==> src/pefa_pkg.sv <==
`timescale 1ns / 1ps
// ----------------------------------------------------------------------------
// Pixel energy frame accumulator package
// Word formats, opcodes, register indexes and defaults shared by the block.
// ----------------------------------------------------------------------------
package pefa_pkg;

  localparam int unsigned MAX_WIDTH_DEF  = 64;
  localparam int unsigned MAX_HEIGHT_DEF = 64;
  localparam int unsigned SUM_BITS_DEF   = 32;

  localparam int unsigned PIXEL_W    = 6;
  localparam int unsigned ENERGY_W   = 20;
  localparam int unsigned RESULT_W   = 32;
  localparam int unsigned CFG_IDX_W  = 2;
  localparam int unsigned CFG_DATA_W = 7;

  localparam logic [1:0] OP_ADD   = 2'd0;
  localparam logic [1:0] OP_READ  = 2'd1;
  localparam logic [1:0] OP_CLEAR = 2'd2;

  localparam logic [CFG_IDX_W-1:0]  CFG_WIDTH_IDX  = 2'd0;
  localparam logic [CFG_IDX_W-1:0]  CFG_HEIGHT_IDX = 2'd1;
  localparam logic [CFG_DATA_W-1:0] CFG_DIM_RESET  = 7'd64;

  typedef struct packed {
    logic [1:0]          opcode;
    logic [PIXEL_W-1:0]  pixel_x;
    logic [PIXEL_W-1:0]  pixel_y;
    logic [ENERGY_W-1:0] hit_energy;
  } in_word_t;

  typedef struct packed {
    logic                status;
    logic [RESULT_W-1:0] pixel_sum;
    logic                frame_error;
  } out_word_t;

  // Commands from the controller to the datapath.
  typedef struct packed {
    logic load;    // capture the accepted input word
    logic lookup;  // compute the pixel index and read the store
    logic finish;  // update the store and load the result register
    logic sweep;   // write zero at the clear counter and advance it
  } cmd_t;

  // Status from the datapath to the controller.
  typedef struct packed {
    logic in_clear;    // the word on the input is a frame clear
    logic sweep_last;  // the clear counter points at the last entry
    logic out_free;    // the result register can take a word this cycle
  } sts_t;

endpackage

==> src/pefa_ctrl.sv <==
`timescale 1ns / 1ps
// ----------------------------------------------------------------------------
// Pixel energy frame accumulator controller
// Sequences acceptance, store lookup, update and the clearing pass.
// ----------------------------------------------------------------------------
module pefa_ctrl import pefa_pkg::*; (
  input  logic clk_i,
  input  logic rst_ni,
  input  logic in_valid_i,
  input  sts_t sts_i,
  output logic in_stall_o,
  output cmd_t cmd_o
);

  localparam logic [2:0] ST_INIT   = 3'd0;
  localparam logic [2:0] ST_IDLE   = 3'd1;
  localparam logic [2:0] ST_LOOKUP = 3'd2;
  localparam logic [2:0] ST_FINISH = 3'd3;
  localparam logic [2:0] ST_SWEEP  = 3'd4;

  logic [2:0] state_q, state_d;
  logic       accept;

  assign in_stall_o = (state_q != ST_IDLE);
  assign accept     = in_valid_i && (state_q == ST_IDLE);

  always_comb begin
    state_d       = state_q;
    cmd_o         = '0;
    cmd_o.load    = accept;
    unique case (state_q)
      ST_INIT: begin
        cmd_o.sweep = 1'b1;
        if (sts_i.sweep_last) begin
          state_d = ST_IDLE;
        end
      end
      ST_IDLE: begin
        if (accept) begin
          state_d = sts_i.in_clear ? ST_SWEEP : ST_LOOKUP;
        end
      end
      ST_LOOKUP: begin
        cmd_o.lookup = 1'b1;
        state_d      = ST_FINISH;
      end
      ST_FINISH: begin
        if (sts_i.out_free) begin
          cmd_o.finish = 1'b1;
          state_d      = ST_IDLE;
        end
      end
      ST_SWEEP: begin
        cmd_o.sweep = 1'b1;
        if (sts_i.sweep_last) begin
          state_d = ST_FINISH;
        end
      end
      default: begin
        state_d = ST_INIT;
      end
    endcase
  end

  always_ff @(posedge clk_i or negedge rst_ni) begin
    if (!rst_ni) begin
      state_q <= ST_INIT;
    end else begin
      state_q <= state_d;
    end
  end

endmodule

==> config.mk <==
export PLATFORM = sky130hd
export DESIGN_NAME = pefa_ctrl
export DESIGN_NICKNAME = d
export VERILOG_FILES = /design/src/pefa_pkg.sv /design/src/pefa_ctrl.sv
export SDC_FILE = /design/constraint.sdc
export NUM_CORES = 1
export LEC_CHECK = 0
export ABC_AREA = 1
export BUFFER_PORTS_ARGS = -buffer_cell sky130_fd_sc_hd__buf_2
export CORE_AREA = 4 4 41 43
export DETAILED_ROUTE_END_ITERATION = 7
export DIE_AREA = 0 0 45 47
export SKIP_LAST_GASP = 1
export SLEW_MARGIN = 30
export SYNTH_ARGS = -nofsm -noshare
export SYNTH_HDL_FRONTEND = slang
export SYNTH_SLANG_ARGS = --single-unit
==> constraint.sdc <==
create_clock -name clk_i -period 1.2 [get_ports clk_i]
set_input_delay 0.18 -clock clk_i [delete_from_list [all_inputs] [get_ports clk_i]]
set_output_delay 0.18 -clock clk_i [all_outputs]
set_load 0.005 [all_outputs]
==> results.md, run 1 <==
* Fin util at between 30% and 40%
* Detail Placement HPWL at 481 um
* Diodes inserted at 0
* Placer Congestion at 0.720
* Clock Path Buffers at 2
* Slew Limit Fails at 0
* Initial antenna violation count at 0
* Mapped Cells at 39
* Total track usage at 7.44%
* Clock buffer count from CTS at 3
* WL met3 at between 20 and 30 um
* Met2 Routed Length at between 300 and 400 um
* Max Used Layer: met3
* CTS sink cnt at 3
* Worst EP required at 1.02 ns
* Port bufs at 10
* Yosys warning count at 0
* Grt ovf at 0
* Mapped Area at 268 um^2
* Placement Setup Slack at 0.103 ns
* Synth-to-layout area growth at 58.9%
* Largest registers: state_q: 3 flops
* Via count at 311
* Reg power frac at 19.9%
* Core area at 1300 um^2
* Biggest register: state_q
* Antenna viol nets, final at 0
* Die X-Extent at about 45 um
* WP data arrival at ~1.1 ns
* Psw at 0.000429 W
* Root buffer cell: clkbuf_4
* Post-Route Skew at 0.00559 ns
* Via count of the first global-routing pass at 299
* Placed cells at 63
* Initial core utilization at 20.6%
* Pint at 0.000593 W
* Ports at 11
* Failing checks: negative setup slack
* Drt wl/cell at 9.00 um
* TritonCTS clock tree: yes
* Max_cap viols at 0
* Nets at 67
* Vias per inst at 4.15
* Iteration count of the initial detailed-routing pass at 4
* RSZ-0062 raised after global routing: yes
* Max Clock Freq at between 800 and 900 MHz
* Switching Fraction at 42.0%
* Sequential-to-total area share from yosys stat at 28.0%
* Peak supply drop at ~840 uV
* Worst r2r src: state_q[0]
* Post-Syn Nets at 45
* Total power at 0.00102 W
* Clk_lat worst skew at 0.23 ns
* Outcome: complete, but fails checks
* Crit Path Max Fanout at 4
* Relative slew slack at approximately nine tenths
* Max reg flops at 3
* Cell Pwr Density at 2400 nW/um^2
* Hold Path Origin: sts_i[2]
* Kind of critical path: reg -> out
* Final setup violating endpoints at 3
* Routed metal-1 wire length at 296 um
* Row count at 13
* First-pass GRT wire length at 1150 um
* Post-layout min period at between 1 and 1.5 ns
* Die ar. at 2120 um^2
* Layout Cells excl Fill at 75
* Share of cells above drive strength 1 at 58.3%
* Startpoint types: flip-flop
* First DRT Iteration DRCs at 4
* #FFs+latches synth at 3
* Drt drc at 0
* Largest net degree at the start of global routing at 7
* Die Ht at 47 um
* Worst setup margin at -0.0334 ns
* CP startpoint: state_q[0]
* Worst Tran Pin Value at 0.163 ns
* CTS H-tree lvls at 1
* Hold Fails Final Rpt at 0
* Clock power share at roughly 18%
* Tcrit/Tclk final at 103%
* Gate power share at 62.4%
* Hold/Removal Path Class: in -> reg
* DP Area at 329 um^2
* Final WL at 675 um
* Reg clk slew, reported paths at 0.04 ns
* Post-route cell area at roughly 430 um^2
* Library cells used by synthesis at 15
* Crit end category: output port
* Leakage at 0.233 nW
* Syn Area/Cell at approximately 6.9 um^2
Yosys cell counts, drive strengths merged:
library cell  count  area share, %
nand3             6             13
nor2              7             20
nand2            11             17
dfrtp             3             28
buf               1            2.8
o21ai             2            5.1
nand4             1            2.3
inv               7            9.8
clkinv            1            1.4
stage by stage:
| step | hold slack (ns) | setup TNS [ns] |
|---|---|---|
| 2_1_floorplan | -0.116 | 0 |
| 3_3_place_gp | -0.0199 | 0 |
| 3_5_place_dp | -0.0216 | 0 |
| 4_1_cts | 0.189 | -0.0794 |
| 5_1_grt | 0.205 | -0.338 |
| 6_report | 0.190 | -0.0597 |
cell families after synthesis:
group	count (synthesis)	synth area share (%)
AO/OA/AOI/OAI	2	5.14
AND/OR/NAND/NOR	25	52.8
flip-flops	3	28.0
buffers and inverters	9	14.0
cells in the final DEF, fill, tap and decap left out:
cell type,n
clkbuf_4,3
nand2_1,9
nand4_1,1
clkinv_1,1
o21ai_0,1
o21ai_2,1
nor2_2,1
inv_1,3
buf_4,7
inv_2,4
nor2_4,4
nor2_1,2
nand3_2,1
nand3_1,5
dlygate4sd3_1,1
clkbuf_1,1
nand2_2,2
dfrtp_1,1
buf_2,10
dfrtp_2,2
what timing repair did:
action,4_1_cts,5_1_grt
hold buffers,1,0
gates resized for setup,3,0
pin swaps,1,0
buffers inserted,6,1
setup endpoints to repair,4,5
gates cloned,0,0
endpoints found under the hold margin,3,0
worst max-delay path: stages, from the launching register on:
cell	delay, ns
dfrtp_2	0.39
inv_2	0.06
nor2_4	0.11
nand2_2	0.07
nor2_4	0.08
buf_2	0.11
path summary, 6_finish.rpt:
path | to | slack, ns | cells after the start
worst max-delay path | cmd_o[3] | -0.03 | 5
max in group asynchronous | state_q[0] | 0.81 | 2
worst max register to register | state_q[0] | 0.08 | 6
worst min register to register | state_q[1] | 0.69 | 2
worst min-delay path | state_q[2] | 0.19 | 3
min in group asynchronous | state_q[1] | 0.27 | 2
routing by layer:
layer  up-vias  track usage (%)
li1        164                -
met1       141             8.68
met2         6             12.4
met3         0             2.30
met4         0             3.51
met5         -                0
area by class of cell:
type | count | area (um^2)
Inverter | 8 | 30.0
Fill cell | 154 | 876
Tap cell | 15 | 18.8
Multi-Input combinational cell | 27 | 160
Sequential cell | 3 | 77.6
Clock buffer | 4 | 26.3
Timing Repair Buffer | 18 | 113
power by group through the flow:
stage	clock (W)	combinational, W	sequential [W]
2_1_floorplan	0	0.000337	0.000198
3_3_place_gp	0	0.000437	0.000206
3_5_place_dp	0	0.000438	0.000214
4_1_cts	0.000181	0.000617	0.000201
5_1_grt	0.000190	0.000721	0.000210
6_report	0.000181	0.000638	0.000203
Power figures use the tool's default switching activity.
==> run 2, diff against run 1 <==
Clock period 1.2 ns to 1.5 ns, I/O delays scaled along.
==> results.md, run 2 (same netlist as run 1, synthesis figures left out) <==
* Total track usage at 6.73% (-0.71 points)
* Critical path's slowest cell: dfrtp_1
* Synth-to-layout area growth at 36.9%
* Die Ht at 47 um (unchanged)
* Initial antenna violation count at 0 (unchanged)
* Final WL at 534 um (-21%)
* Max Used Layer: met4
* Clk_lat worst skew at 0.24 ns (about the same)
* Nets at 60 (-10%)
* Initial core utilization at 20.6% (unchanged)
* Fin util at 28.2% (-4.5 points)
* Worst path max stage delay at 0.46 ns (+0.07 ns)
* Hold Path Origin: sts_i[2]
* Max_cap viols at 0 (unchanged)
* Largest registers: state_q: 3 flops
* Hold/Removal Path Class: in -> reg
* Setup TNS at 0 ns (+0.0597 ns)
* Iteration count of the initial detailed-routing pass at 3 (-1)
* Drt wl/cell at 7.85 um (-13%)
* Startpoint types: flip-flop
* Cell Pwr Density at 1800 nW/um^2 (-25%)
* Leakage at 0.200 nW (-14%)
* Via count of the first global-routing pass at 254 (-15%)
* Biggest register: state_q
* Root buffer cell: clkbuf_4
* Most common cell after layout, fill and taps aside: buf_2
* Worst Tran Pin Value at 0.276 ns (+0.113 ns)
* Die X-Extent at 45 um (unchanged)
* Clock buffer count from CTS at 3 (unchanged)
* Postcts setup bufs at 0 (-6)
* Max Clock Freq at 732 MHz
* CP startpoint: state_q[1]
* Fillers at 162 (+5.2%)
* Post-layout min period at 1.37 ns
* Commonest non-fill, non-tap cells in the layout: 10 x buf_2, 9 x nand2_1, 5 x nand3_1
* Crit end category: output port
* Cell chain of the critical path: nor2_4 > nand2_2 > nor2_4 > buf_2
* Clock Path Buffers at 2 (unchanged)
* First DRT Iteration DRCs at 3 (-1)
* Hold Fails Final Rpt at 0 (unchanged)
* Core area at 1300 um^2 (unchanged)
* Worst EP required at 1.27 ns (+0.25 ns)
* RSZ-0062 raised after global routing: no
* Antenna viol nets, final at 0 (unchanged)
* Max reg flops at 3 (unchanged)
* Drt drc at 0 (unchanged)
* Share of cells above drive strength 1 at 50.9% (-7.4 points)
* Post-Route Skew at 0.00228 ns (-0.00332 ns)
* Vias per inst at 3.99 (-3.9%)
* WL met3 at 38 um (+36%)
* Reg-to-reg setup timing slack at 0.44 ns (+0.36 ns)
* Met2 Routed Length at 235 um (-33%)
* Final setup violating endpoints at 0 (-3)
* WHS at 0.216 ns (+0.0260 ns)
* Grt ovf at 0 (unchanged)
* Largest net degree at the start of global routing at 8 (+1)
* Via count at 271 (-13%)
* Row count at 13 (unchanged)
* Tcrit/Tclk final at between 90% and 100%
* Crit Path Max Fanout at 7 (+3)
* Worst r2r src: state_q[1]
* CTS sink cnt at 3 (unchanged)
* Outcome: completed
* Diodes inserted at 0 (unchanged)
* First-pass GRT wire length at 924 um (-19%)
* Port bufs at 10 (unchanged)
* Detail Placement HPWL at 430 um (-11%)
* Placer Congestion at 0.684 (-4.9%)
* Kind of critical path: reg -> out
* TritonCTS clock tree: yes
* Die ar. at 2120 um^2 (unchanged)
* CP dominant cell by count: nor2_4
* CTS H-tree lvls at 1 (unchanged)
* Reg clk slew, reported paths at 0.04 ns (about the same)
* WP data arrival at 1.14 ns (+0.09 ns)
* Slew Limit Fails at 0 (unchanged)
* Relative slew slack at 81.6% (-7.4 points)
* Ports at 11 (unchanged)
* Peak supply drop at 605 uV (-28%)
* Routed metal-1 wire length at 235 um (-21%)
[run 2: metrics by stage]
step / setup WS [ns] / total power [W] / area (um^2) / instances
after detailed placement: 0.342 / 0.000516 / 329 / 63
after global placement: 0.345 / 0.000515 / 329 / 63
after global routing: 0.0369 / 0.000731 / 367 / 68
final: 0.134 / 0.000662 / 367 / 68
after CTS: 0.0725 / 0.000675 / 365 / 68
after floorplan: 0.414 / 0.000429 / 268 / 39
[run 2: path summary, 6_finish.rpt]
check | to | depth (start not counted)
setup / recovery | cmd_o[3] | 4
hold / removal | state_q[2] | 3
setup reg to reg | state_q[1] | 5
hold reg to reg | state_q[0] | 2
max in group asynchronous | state_q[0] | 2
min in group asynchronous | state_q[2] | 2
[run 2: report_power, final]
| group | total [W] | switching [W] | internal [W] |
|---|---|---|---|
| sequential | 0.000172 | 0.0000564 | 0.000116 |
| clock | 0.000148 | 0.0000483 | 0.000100 |
| combinational | 0.000341 | 0.000196 | 0.000145 |
| total | 0.000662 | 0.000301 | 0.000361 |
[run 2: layer usage]
layer	global-route usage (%)	vias up
met3	1.53	2
met5	0	-
met4	10.5	0
met1	7.32	112
li1	-	148
met2	8.76	9
[run 2: critical path, delay by kind of cell (launching register included)]
kind	cells	cell delay (ns)
AND/OR/NAND/NOR	3	0.33
buffers and inverters	1	0.11
flip-flops	1	0.46
[run 2: what timing repair did]
| action | in CTS | in global routing |
|---|---|---|
| resized for setup | 0 | 1 |
| hold buffers | 1 | 0 |
| endpoints found under the setup margin | 0 | 1 |
| endpoints found under the hold margin | 3 | 0 |
[run 2: area by class of cell]
| cell class | count | area (um^2) | area share, % |
|---|---|---|---|
| clock buffers | 4 | 26.3 | 7.17 |
| inverters | 8 | 30.0 | 8.19 |
| multi-input cells | 27 | 155 | 42.3 |
| flip-flops and latches | 3 | 76.3 | 20.8 |
| well taps | 15 | 18.8 | 5.12 |
| repair buffers | 11 | 60.1 | 16.4 |
==> run 3, diff against run 2 <==
Settings changed: PLACE_DENSITY set to 0.46, TNS_END_PERCENT set to 30.
==> results.md, run 3 (same netlist as run 1, synthesis figures left out) <==
* Tcrit/Tclk final at 91.1% (about the same)
* Post-layout min period at 1.37 ns (+0.0000400 ns)
* Die ar. at 2120 um^2 (unchanged)
* Slew Limit Fails at 0 (unchanged)
* Kind of critical path: reg -> out
* First-pass GRT wire length at 910 um (-1.5%)
* TritonCTS clock tree: yes
* Hold Fails Final Rpt at 0 (unchanged)
* Placer Congestion at 0.744 (+8.7%)
* Relative slew slack at 82.0% (+0.39 points)
* Setup TNS at 0 ns (unchanged)
* DP Area at 329 um^2 (unchanged)
* WP data arrival at 1.14 ns (about the same)
* Iteration count of the initial detailed-routing pass at 1 (-2)
* Initial antenna violation count at 0 (unchanged)
* Leakage at 0.201 nW (+0.53%)
* Clock buffer count from CTS at 3 (unchanged)
* Outcome: completed
* Commonest non-fill, non-tap cells in the layout: 10 x buf_2, 9 x nand2_1, 5 x nand3_1
* Biggest register: state_q
* Crit end category: output port
* Largest net degree at the start of global routing at 8 (unchanged)
* Initial core utilization at 20.6% (unchanged)
* Row count at 13 (unchanged)
* Max_cap viols at 0 (unchanged)
* Worst EP required at 1.27 ns (about the same)
* Clock Path Buffers at 2 (unchanged)
* Crit Path Max Fanout at 7 (unchanged)
* Reg clk slew, reported paths at 0.04 ns (about the same)
* Hold/Removal Path Class: in -> reg
* Max Clock Freq at 732 MHz (about the same)
* First DRT Iteration DRCs at 0 (-3)
* RSZ-0062 raised after global routing: no
* Post-route cell area at 365 um^2 (-0.34%)
* Post-Route Skew at 0.00100 ns (-0.00127 ns)
* Detail Placement HPWL at 434 um (+1.1%)
* Peak supply drop at 737 uV (+22%)
* Drt drc at 0 (unchanged)
* CTS Hold Bufs at 1 (unchanged)
* Total power at 0.000648 W (-2.0%)
* CTS H-tree lvls at 1 (unchanged)
* Synth-to-layout area growth at 36.4%
* Clk_lat worst skew at 0.23 ns (about the same)
* CTS sink cnt at 3 (unchanged)
* Port bufs at 10 (unchanged)
* Via count at 259 (-4.4%)
* Post-CTS Resized at 0 (unchanged)
* Vias per inst at 3.81 (-4.4%)
* Root buffer cell: clkbuf_4
* Die Ht at 47 um (unchanged)
* Die X-Extent at 45 um (unchanged)
* Startpoint types: flip-flop
* Final WL at 528 um (-1.1%)
* Nets at 60 (unchanged)
* Share of cells above drive strength 1 at 49.1% (-1.9 points)
* Max reg flops at 3 (unchanged)
* Footprint of the multi-input gates at 155 um^2 (unchanged)
* Ports at 11 (unchanged)
* Cell Pwr Density at 1770 nW/um^2 (-1.7%)
* Core area at 1300 um^2 (unchanged)
* Most common cell after layout, fill and taps aside: buf_2
* Total track usage at 6.10% (-0.63 points)
* Drt wl/cell at 7.76 um (-1.1%)
* Via count of the first global-routing pass at 244 (-3.9%)
* Fillers at 158 (-2.5%)
* Postcts setup bufs at 0 (unchanged)
* Largest registers: state_q: 3 flops
* Antenna viol nets, final at 0 (unchanged)
* Worst Tran Pin Value at 0.270 ns (-0.00583 ns)
* Register area at 75.1 um^2 (-1.6%)
* Final setup violating endpoints at 0 (unchanged)
* Diodes inserted at 0 (unchanged)
* Grt ovf at 0 (unchanged)
-- run 3: cell count changes in the layout (fill, tap and decap cells not counted) --
cell and delta:
dfrtp_1 +1, dfrtp_2 -1
-- run 3: area by class of cell --
cell class,instances,share of cell area [%]
clock buffers,4,7.19
well taps,15,5.14
flip-flops and latches,3,20.5
inverters,8,8.22
multi-input cells,27,42.5
repair buffers,11,16.4
-- run 3: metal layers --
| layer | track usage, % | vias to the layer above | share of wire, % |
|---|---|---|---|
| met5 | 0 | - | 0 |
| met4 | 5.26 | 0 | 0 |
| met3 | 2.68 | 0 | 7.4 |
| met2 | 7.63 | 8 | 43 |
| met1 | 7.78 | 105 | 50 |
| li1 | - | 146 | - |
-- run 3: report_power, final --
group,switching [W],leakage [nW],internal [W]
logic,0.000199,0.148,0.000145
clock network,0.0000397,0.0150,0.0000996
registers,0.0000524,0.0385,0.000113
-- run 3: per-stage QoR --
| stage | worst slack, ns | hold WS (ns) | util [%] | std cells |
|---|---|---|---|---|
| after global placement | 0.380 | 0.0231 | 25.3 | 63 |
| after floorplan | 0.414 | -0.0706 | - | 39 |
| after CTS | 0.107 | 0.226 | 28.1 | 68 |
| final | 0.134 | 0.230 | 28.1 | 68 |
| after detailed placement | 0.357 | 0.0238 | 25.3 | 63 |
| after global routing | 0.0409 | 0.237 | 28.1 | 68 |
-- run 3: final timing paths --
| path | startpoint | end | slack (ns) | depth (start not counted) |
|---|---|---|---|---|
| worst min-delay path | sts_i[2] | state_q[2] | 0.23 | 3 |
| worst max-delay path | state_q[0] | cmd_o[3] | 0.13 | 5 |
| worst max register to register | state_q[1] | state_q[1] | 0.42 | 5 |
| max in group asynchronous | rst_ni | state_q[0] | 1.07 | 2 |
| min in group asynchronous | rst_ni | state_q[1] | 0.32 | 2 |
| worst min register to register | state_q[2] | state_q[2] | 0.60 | 2 |
-- run 3: worst max-delay path: stages, from the launching register on --
cell and delay (ns):
dfrtp_1 0.45, inv_2 0.08, nor2_4 0.11, nand2_2 0.08, nor2_4 0.08, buf_2 0.11
